[config.mk]
export PLATFORM = sky130hd
export DESIGN_NAME = message_packetizer
export DESIGN_NICKNAME = d
export VERILOG_FILES = /design/src/rtl/msgp_pkg.sv /design/src/rtl/message_packetizer.sv /design/src/rtl/msgp_cfg.sv /design/src/rtl/msgp_ctrl.sv /design/src/rtl/msgp_chk.sv /design/src/rtl/msgp_emit.sv
export SDC_FILE = /design/constraint.sdc
export NUM_CORES = 2
export LEC_CHECK = 0
export ABC_AREA = 1
export BUFFER_PORTS_ARGS = -buffer_cell sky130_fd_sc_hd__buf_2
export CAP_MARGIN = 40
export CORE_AREA = 2 2 287 289
export CTS_CLUSTER_SIZE = 30
export DETAILED_ROUTE_END_ITERATION = 16
export DIE_AREA = 0 0 289 291
export SLEW_MARGIN = 20
export SYNTH_ARGS = -nofsm -noshare
export SYNTH_HDL_FRONTEND = slang
export SYNTH_HIERARCHICAL = 1
export SYNTH_SLANG_ARGS = --single-unit
export TNS_END_PERCENT = 10
[constraint.sdc]
create_clock -name clk -period 6.1 [get_ports clk]
set_input_delay 0.305 -clock clk [delete_from_list [all_inputs] [get_ports clk]]
set_output_delay 0.305 -clock clk [all_outputs]
set_load 0.05 [all_outputs]
[src/rtl/msgp_pkg.sv]
// shared types, constants and helpers for the message packetizer
package msgp_pkg;

    localparam int HDR_BYTES = 24;
    localparam logic [4:0] HDR_LAST = 5'(HDR_BYTES);
    localparam logic [7:0] SRC_PORT = 8'd32;
    localparam logic [7:0] DST_PORT = 8'd64;
    localparam logic [32:0] CHECK_MOD = 33'h0FFFFFFFF;

    typedef enum logic [2:0] {
        REG_MAX_PAYLOAD = 3'd0,
        REG_MAX_PACKETS = 3'd1,
        REG_SRC_ADDR    = 3'd2,
        REG_DST_ADDR    = 3'd3,
        REG_HDR_FLAGS   = 3'd4
    } cfg_reg_t;

    typedef struct packed {
        logic        start_of_message;
        logic [23:0] message_length;
        logic [7:0]  data_byte;
    } msg_item_t;

    typedef struct packed {
        logic [7:0]  packet_byte;
        logic        end_of_packet;
        logic        end_of_run;
        logic [15:0] packet_number;
    } pkt_item_t;

    typedef struct packed {
        logic [15:0] payload_limit;
        logic [15:0] max_packets;
        logic [39:0] source_address;
        logic [39:0] destination_address;
        logic [15:0] header_flags;
    } cfg_t;

    typedef struct packed {
        logic        is_header;
        logic [7:0]  data_byte;
        logic        eop;
        logic [15:0] pnum;
        logic [15:0] size;
    } job_t;

    typedef struct packed {
        logic [23:0] offset;
        logic [31:0] checksum;
    } chk_t;

    function automatic logic [15:0] eff_payload(input logic [15:0] payload_limit);
        eff_payload = (payload_limit == 16'd0) ? 16'd1 : payload_limit;
    endfunction

endpackage

[src/rtl/message_packetizer.sv]
// message packetizer top level
//
// msg channel: one message byte per transfer (msg_valid / msg_stall). The
// first byte of a message has start_of_message set and carries the message
// length. pkt channel: one packet byte per transfer (pkt_valid / pkt_stall).
// cfg channel: register writes (cfg_valid / cfg_ready), index 0 max payload,
// 1 max packets, 2 source address, 3 destination address, 4 header flags;
// other indexes are ignored. cfg_ready is always high.
// A byte that opens a fragment produces a 24-byte header and then the byte:
// the input stalls while the header sequencer steps through the header.
// Other bytes are taken back to back unless the output stalls. A msg
// transfer passes through the job register and then the output register
// before its first pkt byte. Offset and checksum come from a five-stage
// pipeline that finishes before the header reaches those bytes.
// A stalled receiver holds the output register; the job register then fills
// and msg_stall rises. Reset clears all counters and restores register
// defaults; no transfer is pending after reset.
module message_packetizer
    import msgp_pkg::*;
(
    input  logic        clk,
    input  logic        rst_n,
    input  logic        msg_valid,
    output logic        msg_stall,
    input  msg_item_t   msg_item,
    output logic        pkt_valid,
    input  logic        pkt_stall,
    output pkt_item_t   pkt_item,
    input  logic        cfg_valid,
    output logic        cfg_ready,
    input  logic [2:0]  cfg_index,
    input  logic [39:0] cfg_data
);

    cfg_t cfg;
    job_t job;
    chk_t chk;
    logic job_valid;
    logic job_done;

    msgp_cfg u_cfg (
        .clk       (clk),
        .rst_n     (rst_n),
        .cfg_valid (cfg_valid),
        .cfg_ready (cfg_ready),
        .cfg_index (cfg_index),
        .cfg_data  (cfg_data),
        .cfg       (cfg)
    );

    msgp_ctrl u_ctrl (
        .clk       (clk),
        .rst_n     (rst_n),
        .cfg       (cfg),
        .msg_valid (msg_valid),
        .msg_stall (msg_stall),
        .msg_item  (msg_item),
        .job_done  (job_done),
        .job_valid (job_valid),
        .job       (job)
    );

    msgp_chk u_chk (
        .clk (clk),
        .cfg (cfg),
        .job (job),
        .chk (chk)
    );

    msgp_emit u_emit (
        .clk       (clk),
        .rst_n     (rst_n),
        .cfg       (cfg),
        .job_valid (job_valid),
        .job       (job),
        .chk       (chk),
        .job_done  (job_done),
        .pkt_valid (pkt_valid),
        .pkt_stall (pkt_stall),
        .pkt_item  (pkt_item)
    );

endmodule

[src/rtl/msgp_cfg.sv]
// configuration register file
module msgp_cfg
    import msgp_pkg::*;
(
    input  logic        clk,
    input  logic        rst_n,
    input  logic        cfg_valid,
    output logic        cfg_ready,
    input  logic [2:0]  cfg_index,
    input  logic [39:0] cfg_data,
    output cfg_t        cfg
);

    cfg_t cfg_reg;
    cfg_t cfg_next;

    assign cfg_ready = 1'b1;
    assign cfg = cfg_reg;

    always_comb
    begin
        cfg_next = cfg_reg;
        if (cfg_valid)
        begin
            case (cfg_index)
                REG_MAX_PAYLOAD: cfg_next.payload_limit = cfg_data[15:0];
                REG_MAX_PACKETS: cfg_next.max_packets = cfg_data[15:0];
                REG_SRC_ADDR:    cfg_next.source_address = cfg_data;
                REG_DST_ADDR:    cfg_next.destination_address = cfg_data;
                REG_HDR_FLAGS:   cfg_next.header_flags = cfg_data[15:0];
                default:         cfg_next = cfg_reg;
            endcase
        end
    end

    always_ff @(posedge clk or negedge rst_n)
    begin
        if (!rst_n)
        begin
            cfg_reg.payload_limit <= 16'd1024;
            cfg_reg.max_packets <= 16'hFFFF;
            cfg_reg.source_address <= 40'd0;
            cfg_reg.destination_address <= 40'd0;
            cfg_reg.header_flags <= 16'd0;
        end
        else
        begin
            cfg_reg <= cfg_next;
        end
    end

endmodule

[src/rtl/msgp_ctrl.sv]
// message and fragment counters, job register for the emitter
module msgp_ctrl
    import msgp_pkg::*;
(
    input  logic      clk,
    input  logic      rst_n,
    input  cfg_t      cfg,
    input  logic      msg_valid,
    output logic      msg_stall,
    input  msg_item_t msg_item,
    input  logic      job_done,
    output logic      job_valid,
    output job_t      job
);

    logic [23:0] br_reg, br_next;
    logic [15:0] fbl_reg, fbl_next;
    logic [15:0] pm_reg, pm_next;
    logic        job_valid_reg, job_valid_next;
    job_t        job_reg, job_next;

    logic        accept;
    logic [23:0] br;
    logic [15:0] fbl;
    logic [15:0] pm;
    logic [15:0] mp;
    logic [15:0] size;

    assign msg_stall = job_valid_reg && !job_done;
    assign accept = msg_valid && !msg_stall;
    assign job_valid = job_valid_reg;
    assign job = job_reg;

    always_comb
    begin
        br = msg_item.start_of_message ? msg_item.message_length : br_reg;
        fbl = msg_item.start_of_message ? 16'd0 : fbl_reg;
        pm = msg_item.start_of_message ? 16'd0 : pm_reg;
        mp = eff_payload(cfg.payload_limit);
        size = (br < {8'd0, mp}) ? br[15:0] : mp;

        br_next = br_reg;
        fbl_next = fbl_reg;
        pm_next = pm_reg;
        job_valid_next = job_valid_reg && !job_done;
        job_next = job_reg;

        if (accept)
        begin
            br_next = br;
            fbl_next = fbl;
            pm_next = pm;
            job_next.data_byte = msg_item.data_byte;
            if (br != 24'd0)
            begin
                if (fbl == 16'd0)
                begin
                    if (pm < cfg.max_packets)
                    begin
                        br_next = br - 24'd1;
                        fbl_next = size - 16'd1;
                        pm_next = pm + 16'd1;
                        job_next.is_header = 1'b1;
                        job_next.pnum = pm;
                        job_next.size = size;
                        job_next.eop = (size == 16'd1);
                        job_valid_next = 1'b1;
                    end
                end
                else
                begin
                    br_next = br - 24'd1;
                    fbl_next = fbl - 16'd1;
                    job_next.is_header = 1'b0;
                    job_next.pnum = pm - 16'd1;
                    job_next.size = fbl;
                    job_next.eop = (fbl == 16'd1);
                    job_valid_next = 1'b1;
                end
            end
        end
    end

    always_ff @(posedge clk or negedge rst_n)
    begin
        if (!rst_n)
        begin
            br_reg <= 24'd0;
            fbl_reg <= 16'd0;
            pm_reg <= 16'd0;
            job_valid_reg <= 1'b0;
        end
        else
        begin
            br_reg <= br_next;
            fbl_reg <= fbl_next;
            pm_reg <= pm_next;
            job_valid_reg <= job_valid_next;
        end
    end

    always_ff @(posedge clk)
    begin
        job_reg <= job_next;
    end

endmodule

[src/rtl/msgp_chk.sv]
// fragment offset and header checksum pipeline
module msgp_chk
    import msgp_pkg::*;
(
    input  logic clk,
    input  cfg_t cfg,
    input  job_t job,
    output chk_t chk
);

    logic [31:0] prod_reg, prod_next;
    logic [40:0] addr_reg, addr_next;
    logic [17:0] misc_reg, misc_next;
    logic [24:0] part_reg, part_next;
    logic [41:0] total_reg, total_next;
    logic [32:0] fold_reg, fold_next;
    logic [31:0] sum_reg, sum_next;

    always_comb
    begin
        prod_next = 32'(job.pnum) * 32'(eff_payload(cfg.payload_limit));
        addr_next = 41'(cfg.source_address) + 41'(cfg.destination_address);
        misc_next = 18'(cfg.header_flags) + 18'(job.size)
                  + 18'(SRC_PORT) + 18'(DST_PORT) + 18'(HDR_BYTES);
        part_next = 25'(prod_reg[23:0]) + 25'(misc_reg);
        total_next = 42'(addr_reg) + 42'(part_reg);
        fold_next = 33'(total_reg[41:32]) + 33'(total_reg[31:0]);
        sum_next = (fold_reg >= CHECK_MOD) ? 32'(fold_reg - CHECK_MOD) : fold_reg[31:0];
    end

    always_ff @(posedge clk)
    begin
        prod_reg <= prod_next;
        addr_reg <= addr_next;
        misc_reg <= misc_next;
        part_reg <= part_next;
        total_reg <= total_next;
        fold_reg <= fold_next;
        sum_reg <= sum_next;
    end

    assign chk.offset = prod_reg[23:0];
    assign chk.checksum = sum_reg;

endmodule

[src/rtl/msgp_emit.sv]
// header sequencer and output register
module msgp_emit
    import msgp_pkg::*;
(
    input  logic      clk,
    input  logic      rst_n,
    input  cfg_t      cfg,
    input  logic      job_valid,
    input  job_t      job,
    input  chk_t      chk,
    output logic      job_done,
    output logic      pkt_valid,
    input  logic      pkt_stall,
    output pkt_item_t pkt_item
);

    logic [4:0] idx_reg, idx_next;
    logic       pkt_valid_reg, pkt_valid_next;
    pkt_item_t  pkt_item_reg, pkt_item_next;

    logic [HDR_BYTES-1:0][7:0] hdr;
    logic [23:0] len;
    logic [4:0]  sel;
    logic        load;
    logic        last;

    assign len = 24'(job.size) + 24'(HDR_BYTES);
    assign hdr = {cfg.source_address, cfg.destination_address, SRC_PORT, DST_PORT,
                  chk.offset, cfg.header_flags, len, chk.checksum};
    assign sel = 5'(HDR_BYTES - 1) - idx_reg;

    always_comb
    begin
        load = job_valid && (!pkt_valid_reg || !pkt_stall);
        last = !job.is_header || (idx_reg == HDR_LAST);
        job_done = load && last;

        pkt_item_next = pkt_item_reg;
        idx_next = idx_reg;
        pkt_valid_next = pkt_valid_reg && pkt_stall;

        if (load)
        begin
            pkt_valid_next = 1'b1;
            pkt_item_next.packet_number = job.pnum;
            if (last)
            begin
                pkt_item_next.packet_byte = job.data_byte;
                pkt_item_next.end_of_packet = job.eop;
                pkt_item_next.end_of_run = 1'b1;
                idx_next = 5'd0;
            end
            else
            begin
                pkt_item_next.packet_byte = hdr[sel];
                pkt_item_next.end_of_packet = 1'b0;
                pkt_item_next.end_of_run = 1'b0;
                idx_next = idx_reg + 5'd1;
            end
        end
    end

    always_ff @(posedge clk or negedge rst_n)
    begin
        if (!rst_n)
        begin
            idx_reg <= 5'd0;
            pkt_valid_reg <= 1'b0;
        end
        else
        begin
            idx_reg <= idx_next;
            pkt_valid_reg <= pkt_valid_next;
        end
    end

    always_ff @(posedge clk)
    begin
        pkt_item_reg <= pkt_item_next;
    end

    assign pkt_valid = pkt_valid_reg;
    assign pkt_item = pkt_item_reg;

`ifndef ASSERT_OFF
    a_idx_header: assert property (@(posedge clk) disable iff (!rst_n)
        idx_reg != 5'd0 |-> (job_valid && job.is_header))
        else $error("header sequencer running without a header job");

    a_idx_range: assert property (@(posedge clk) disable iff (!rst_n)
        idx_reg <= HDR_LAST)
        else $error("header byte index out of range");

    a_mid_header: assert property (@(posedge clk) disable iff (!rst_n)
        (pkt_valid_reg && !pkt_item_reg.end_of_run) |-> idx_reg != 5'd0)
        else $error("header byte pending but sequencer is idle");

    a_load_valid: assert property (@(posedge clk) disable iff (!rst_n)
        load |=> pkt_valid_reg)
        else $error("loaded byte not presented");
`endif

endmodule

# [Word level (Yosys, flattened, before mapping)]
# Index checks and enable logic that the tools add are counted.
[totals] out_inout_bits=29 regBits=474 input_bits=81
[classes] n_lt_le_gt_ge=4 n_reduce_logical=22 muxes=27 mul=1 eq_ne=8 n_addsub=17
[ops] cell="$mux W16" count=10
[ops] cell="$mux W24" count=4
[ops] cell="$mux W33" count=2
[ops] cell="$sub A16 B1 Y16 const B" count=3
[ops] cell="$add A41 B25 Y42" count=1
[ops] cell="$add A40 B40 Y41" count=1
[ops] cell="$bmux W8 S5" count=1
[ops] cell="$add A10 B32 Y33" count=1
[ops] cell="$ge A33 B32 Y1 const B" count=1
[ops] cell="$eq A16 B1 Y1 const B" count=2
[ops] cell="$logic_not A16 Y1" count=2
[ops] cell="$mux W32" count=1
[ops] cell="$sub A32 B32 Y32 const B" count=1
[ops] cell="$add A24 B18 Y25" count=1
[ops] cell="$lt A24 B16 Y1" count=1
[ops] cell="$mul A16 B16 Y24" count=1
[ops] cell="$reduce_bool A24 Y1" count=1
[ops] cell="$sub A24 B1 Y24 const B" count=1
[ops] cell="$add A18 B5 Y18 const B" count=1
[ops] cell="$add A18 B6 Y18 const B" count=1
[ops] cell="$add A18 B7 Y18 const B" count=1
[ops] cell="$add A16 B16 Y17" count=1
[ops] cell="$add A16 B5 Y17 const B" count=1
[ops] cell="$add A16 B1 Y16 const B" count=1
[ops] cell="other kinds (19)" count=38

# [Logic depth before layout (Yosys ltp)]
[depth] ltp_word=10 ltp_mapped=27

# [Modules after synthesis]
# The synthesis kept the hierarchy.
[modules_own_cells] mod="msgp_chk" cells_each=2867 instances=1 seq_area_each_um2=4304.1 area_each_um2=20722.4
[modules_own_cells] mod="msgp_ctrl" cells_each=1023 instances=1 seq_area_each_um2=2687.6 area_each_um2=7498.4
[modules_own_cells] mod="msgp_cfg" cells_each=565 instances=1 seq_area_each_um2=3224.3 area_each_um2=5112.4
[modules_own_cells] mod="msgp_emit" cells_each=417 instances=1 seq_area_each_um2=930.9 area_each_um2=2882.8

# [Least setup slack after synthesis]
# OpenSTA, ideal clock, no wires.
[synth_timing] path_kind="reg2reg" startpoint="register u_cfg.cfg_reg (netlist bit u_cfg/cfg[120])" endpoint="register u_chk.prod_reg[17]" arrival_time_ps=5497 stages_incl_launch_ff=22 path_buffers=2 path_slack_ps=483 path_cell_list="dfrtp_1 -> clkbuf_1 -> clkbuf_1 -> nand2_1 -> fa_1 -> inv_1 -> fa_1 -> inv_1 -> fa_1 -> inv_1 -> fa_1 -> fa_1 -> inv_1 -> fa_1 -> inv_1 -> ha_1 -> a21oi_1 -> a21boi_0 -> o211ai_1 -> nand3_1 -> nand2_1 -> xor2_1"
[synth_via] elab_chain_len=3
[synth_lines] item="from (decl)" line_no="msgp_cfg.sv:14" source="cfg_t cfg_reg;"
[synth_lines] item="from (signal assigned)" line_no="msgp_cfg.sv:48" source="cfg_reg <= cfg_next;"
[synth_lines] item="$logic_not A16 Y1" line_no="msgp_pkg.sv:53" source="eff_payload = (payload_limit == 16'd0) ? 16'd1 : payload_limit;"
[synth_lines] item="$mux W16 *" line_no="msgp_pkg.sv:53"
[synth_lines] item="$mul A16 B16 Y24 *" line_no="msgp_chk.sv:21" source="prod_next = 32'(job.pnum) * 32'(eff_payload(cfg.payload_limit));"
[synth_lines] item="via u_chk.prod_next[17]" line_no="msgp_chk.sv:11" source="logic [31:0] prod_reg, prod_next;"
[synth_lines] item="to (signal assigned)" line_no="msgp_chk.sv:33" source="prod_reg <= prod_next;"
[synth_lines] item="to (decl)" line_no="msgp_chk.sv:11"
# Mark *: on every way through the listed nets, which the timed path passes. The rest lies on a longest branch.
# A chain may end at the register's enable or synchronous reset.

# [Final worst setup path]
[layout_timing] startpoint="register u_ctrl.job_reg (netlist bit u_ctrl/job[22])" endpoint="register u_chk.prod_reg[21]"
[layout_via] elab_chain_len=1
[layout_lines] item="from (decl)" line_no="msgp_ctrl.sv:20" source="job_t job_reg, job_next;"
[layout_lines] item="from (signal assigned)" line_no="msgp_ctrl.sv:104" source="job_reg <= job_next;"
[layout_lines] item="$mul A16 B16 Y24" line_no="msgp_chk.sv:21"
[layout_lines] item="via u_chk.prod_next[21]" line_no="msgp_chk.sv:11"
# The timed path passes the listed nets, and every way through them passes these cells.

==> results.md <==
Placed design:
- After detailed placement, the total cell area comes to 0.0378 mm^2.
- The count of buffers added on input and output ports is 108.
- The HPWL after detailed placement is 90.3 mm.
- The final weighted congestion in routability-driven placement is 0.959.
- The pre-CTS worst setup slack is 0.256 ns.

Final layout:
- The layout overhead on the synthesized area is 10.1%.
- The number of flip-flops under the largest register name is 128.
- The number of antenna diodes in the final layout is 0.
- Fill cells in the final layout number 8202.
- Registers take 0.0111 mm^2.
- The fraction of final layout cells with drive strength greater than 1 is 0.0738.
- The final cell utilization of the core is 0.491.
- Summing all non-filler instances in the final layout gives an area of 0.0399 mm^2.
- The final layout net count is 5472.
- The multi-input combinational cells in the finished layout cover a total of 0.0214 mm^2.

STA:
- The final sum of negative setup slack is 0 ns.
- The relative slew slack is 0.387.
- The maximum clock skew at final layout is 0.0269 ns.
- The transition time at the pin with the least slew margin is 0.920 ns.
- The number of pins with negative max-slew slack in the final report is 0.
- Subtracting the final worst setup slack from the clock period gives 5.84 ns.
- The final-report hold violation count is 0.
- The timing-limited maximum frequency is 171 MHz.
- Setup repair after global routing could not meet its margin everywhere.
- Setup violations remaining at the end of the flow were counted as 0.
- In the finished design, the share of the clock period the worst path needs comes to 0.958.
- The post-route worst setup slack is 0.258 ns.

Worst setup path:
- The worst setup path is launched from a register.
- The required time at the worst-slack endpoint is 6.61 ns.
- Traced cell by cell, the critical path runs through buf_4 > nand2_1 > inv_1 > fa_1 > inv_1 > fa_1 > inv_1 > fa_1 > fa_1 > fa_1 > inv_1 > fa_1 > inv_1 > ha_1 > nand2_1 > nor4_2 > o21ai_0 > nand3_1 > xor2_1.
- Among all stages on the critical path, the largest delay is contributed by sky130_fd_sc_hd__fa_1.
- The most repeated library cell on the critical path is sky130_fd_sc_hd__fa_1.
- Grouping stages by cell kind, the critical path spends the most delay in adder cells.
- Setup slack on the worst reg-to-reg path comes out at 0.26 ns.
- The worst setup path is captured at a register.
- The number of cells on the worst reg-to-reg path is 19.
- The number of buffer and inverter instances along the worst setup path is 6.
- The worst stage delay on the critical path is 0.59 ns.
- The endpoint identified for the worst register-to-register timing path is u_chk/prod_reg[21]$_DFF_P_.
- The worst path arrival time is 6.36 ns.
- The critical path is of the register to register type.
- The worst register-to-register path begins at u_ctrl/job[22]$_DFFE_PP_.
- The peak fanout along the critical path is 10.

Yosys:
- For this run, the number of Yosys warnings is 6.
- The most used flip-flop cell after synthesis is sky130_fd_sc_hd__dfxtp_1.
- The synthesized design spends more area on one cell type than any other, namely sky130_fd_sc_hd__nand2_1.
- Of the total synthesized cell area, the portion taken by XOR and XNOR cells is 0.0576.
- In this run, synthesis inferred 68 flip-flops with an integrated enable.
- Yosys instantiated no cell more often than sky130_fd_sc_hd__nand2_1.
- Synthesis instantiated 66 different standard cells from the library.
- The mean post-synth cell area is 7.43 um^2.
- The compound-gate portion of the synthesized area came to 0.0849.
- The post-synthesis register bit count is 474.
- The fraction of post-synthesis cell area in the top cell type by area is 0.142.
- The mux share of post-synthesis cell area is 0.00304.
- After synthesis, the most frequently instantiated cells are 1366 x sky130_fd_sc_hd__nand2_1, 769 x sky130_fd_sc_hd__inv_1, 373 x sky130_fd_sc_hd__nor2_1.
- The fraction of the mapped netlist area in simple logic gates is 0.266.
- The cell area that synthesis handed to floorplanning was 0.0362 mm^2.
- Ranked by total cell area, the synthesized netlist is headed by sky130_fd_sc_hd__nand2_1 14%, sky130_fd_sc_hd__dfrtp_1 12%, sky130_fd_sc_hd__dfxtp_1 12%.
- By area, the combinational part of the netlist is dominated by simple AND/OR/NAND/NOR gates.
- The post-synthesis net count is 5360.
- Of the total synthesized cell area, the portion taken by full adders, half adders and majority gates is 0.176.
- The fraction of registers with async set/reset is 0.403.
- The post-synthesis instance total is 4872.
- Of the synthesized area, sequential elements account for 0.308.

Route:
- The detailed router finished its first iteration with 2103 violations.
- The first TritonRoute pass finished after 6 iterations.
- The number of vias in the routed layout is 31.5k.
- The routed design has 114 mm of wire.
- The count of nets left with antenna violations once routing finished came out at 0.
- After detailed routing, the average wire length per cell comes to 18.7 um.
- For this run, design rule violations remaining after detail routing come to 0.
- Dividing the detail-routed via count by the number of cells gives 5.17.

Run status:
- The flow ran to the end, and the final reports show no timing, DRC or antenna violations.

Floorplan:
- The die is 291 um tall.
- For this configuration, the core starts out at a cell density of 0.446.
- The placeable core area is 0.0812 mm^2.
- The floorplan row count is 105.
- The die outline area is 0.0841 mm^2.
- The horizontal die dimension is 289 um.
- 110 I/O pins were placed.

Clocking:
- Clock-pin slew was measured on the worst setup and hold paths at 0.07 ns.
- CTS built an H-tree with a depth of 2.
- Once the clock tree was built, the setup fixing pass inserted 0 buffers.
- TritonCTS built the clock tree.
- The number of clock buffers inserted by TritonCTS is 52.
- The tree is rooted in a sky130_fd_sc_hd__clkbuf_16.
- The number of sinks handled by clock tree synthesis is 474.
- The worst-case clock buffer depth is 3.
- The later-pin clock latency in the skew report is 0.62 ns.

Global routing:
- The number of antenna violations at the first check in global routing is 1.
- The via count of the first global-routing pass is 31.7k.
- The global route total overflow is 0.
- The wire length of the first global-routing pass is 179 mm.
- The overall track demand over capacity in global routing is 0.272.
- The largest net degree at the start of global routing is 152.

Worst hold path:
- The worst-case hold path end point is u_cfg/cfg[22]$_DFFE_PN0P_.
- The number of instances on the worst hold path is 3.
- In this run the most critical hold path is launched from cfg_data[6].
- The class of the most critical hold timing path is input port to register.

Run:
- The reported max-cap violation count is 0.
[worst max-delay path by stage]
stage / start / end / depth (start not counted)
3_3_place_gp: u_ctrl/job[24]$_DFFE_PP_ / u_chk/prod_reg[17]$_DFF_P_ / 19
3_5_place_dp: u_ctrl/job[22]$_DFFE_PP_ / u_chk/prod_reg[21]$_DFF_P_ / 19
4_1_cts: u_ctrl/job[22]$_DFFE_PP_ / u_chk/prod_reg[21]$_DFF_P_ / 19
6_report: u_ctrl/job[22]$_DFFE_PP_ / u_chk/prod_reg[21]$_DFF_P_ / 19
2_1_floorplan: u_cfg/cfg[120]$_DFFE_PN0P_ / u_chk/prod_reg[17]$_DFF_P_ / 21
5_1_grt: u_ctrl/job[21]$_DFFE_PP_ / u_chk/prod_reg[21]$_DFF_P_ / 19
[tightest hold or removal path, delay by kind of cell]
kind          cells  cell delay, ns
simple gates      2            0.14
buf+inv           1            0.19
[cells in the final DEF, fill, tap and decap left out, types with 26 or more instances in the layout]
master,synthesis,routed
sky130_fd_sc_hd__inv_1,769,769
sky130_fd_sc_hd__o21ai_0,145,145
sky130_fd_sc_hd__nand4_1,61,61
sky130_fd_sc_hd__a22oi_1,26,26
sky130_fd_sc_hd__fa_1,173,173
sky130_fd_sc_hd__a31oi_1,26,26
sky130_fd_sc_hd__buf_4,15,50
sky130_fd_sc_hd__nor3_1,54,54
sky130_fd_sc_hd__xor2_1,187,187
sky130_fd_sc_hd__dfxtp_1,215,215
sky130_fd_sc_hd__edfxtp_1,68,68
sky130_fd_sc_hd__nor4_1,33,31
sky130_fd_sc_hd__ha_1,234,234
sky130_fd_sc_hd__xnor2_1,51,51
sky130_fd_sc_hd__dlygate4sd3_1,0,35
sky130_fd_sc_hd__dfrtp_1,174,174
sky130_fd_sc_hd__nor2_1,373,371
sky130_fd_sc_hd__clkbuf_16,0,52
sky130_fd_sc_hd__o21ai_1,33,33
sky130_fd_sc_hd__nand3_1,285,285
sky130_fd_sc_hd__a21oi_1,207,206
sky130_fd_sc_hd__buf_2,33,107
sky130_fd_sc_hd__nand2_1,1366,1365
[kinds of logic (layout without fill, tap and decap cells)]
family,Yosys count,count (layout)
simple gates,2273,2273
buf+inv,930,1086
compound gates,538,538
flops,474,474
fa+ha+maj,407,407
xor+xnor,238,238
mux,11,11
other cells,1,1
[repair_timing]
item	4_1_cts	5_1_grt
endpoints found under the hold margin	98	0
endpoints found under the setup margin	0	3
hold buffers	35	0
gates resized for setup	0	3
[layout make-up]
type	instances	area share
inverter	790	0.0745
clock buffer	70	0.0361
sequential	474	0.279
tap	1070	0.0336
multi-input combinational	3468	0.535
timing repair buffer	198	0.0350
clock inverter	28	0.00599
[routing by layer]
layer / part of all wire / GRT usage
met2: 0.50 / 0.479
met1: 0.41 / 0.334
met3: 0.049 / 0.0364
met5: 0 / 0
met4: 0.042 / 0.109
[stage by stage]
| step | hold slack [ns] | cells |
|---|---|---|
| floorplan | 0.00941 | 4872 |
| global placement | 0.253 | 5961 |
| detailed placement | 0.251 | 5964 |
| CTS | 0.00686 | 6097 |
| global route | 0.0255 | 6098 |
| finish | 0.0452 | 6098 |
Power is left out: the tool's default activity adds up to more than one toggle a clock period on the data nets, which glitch-free logic cannot reach.
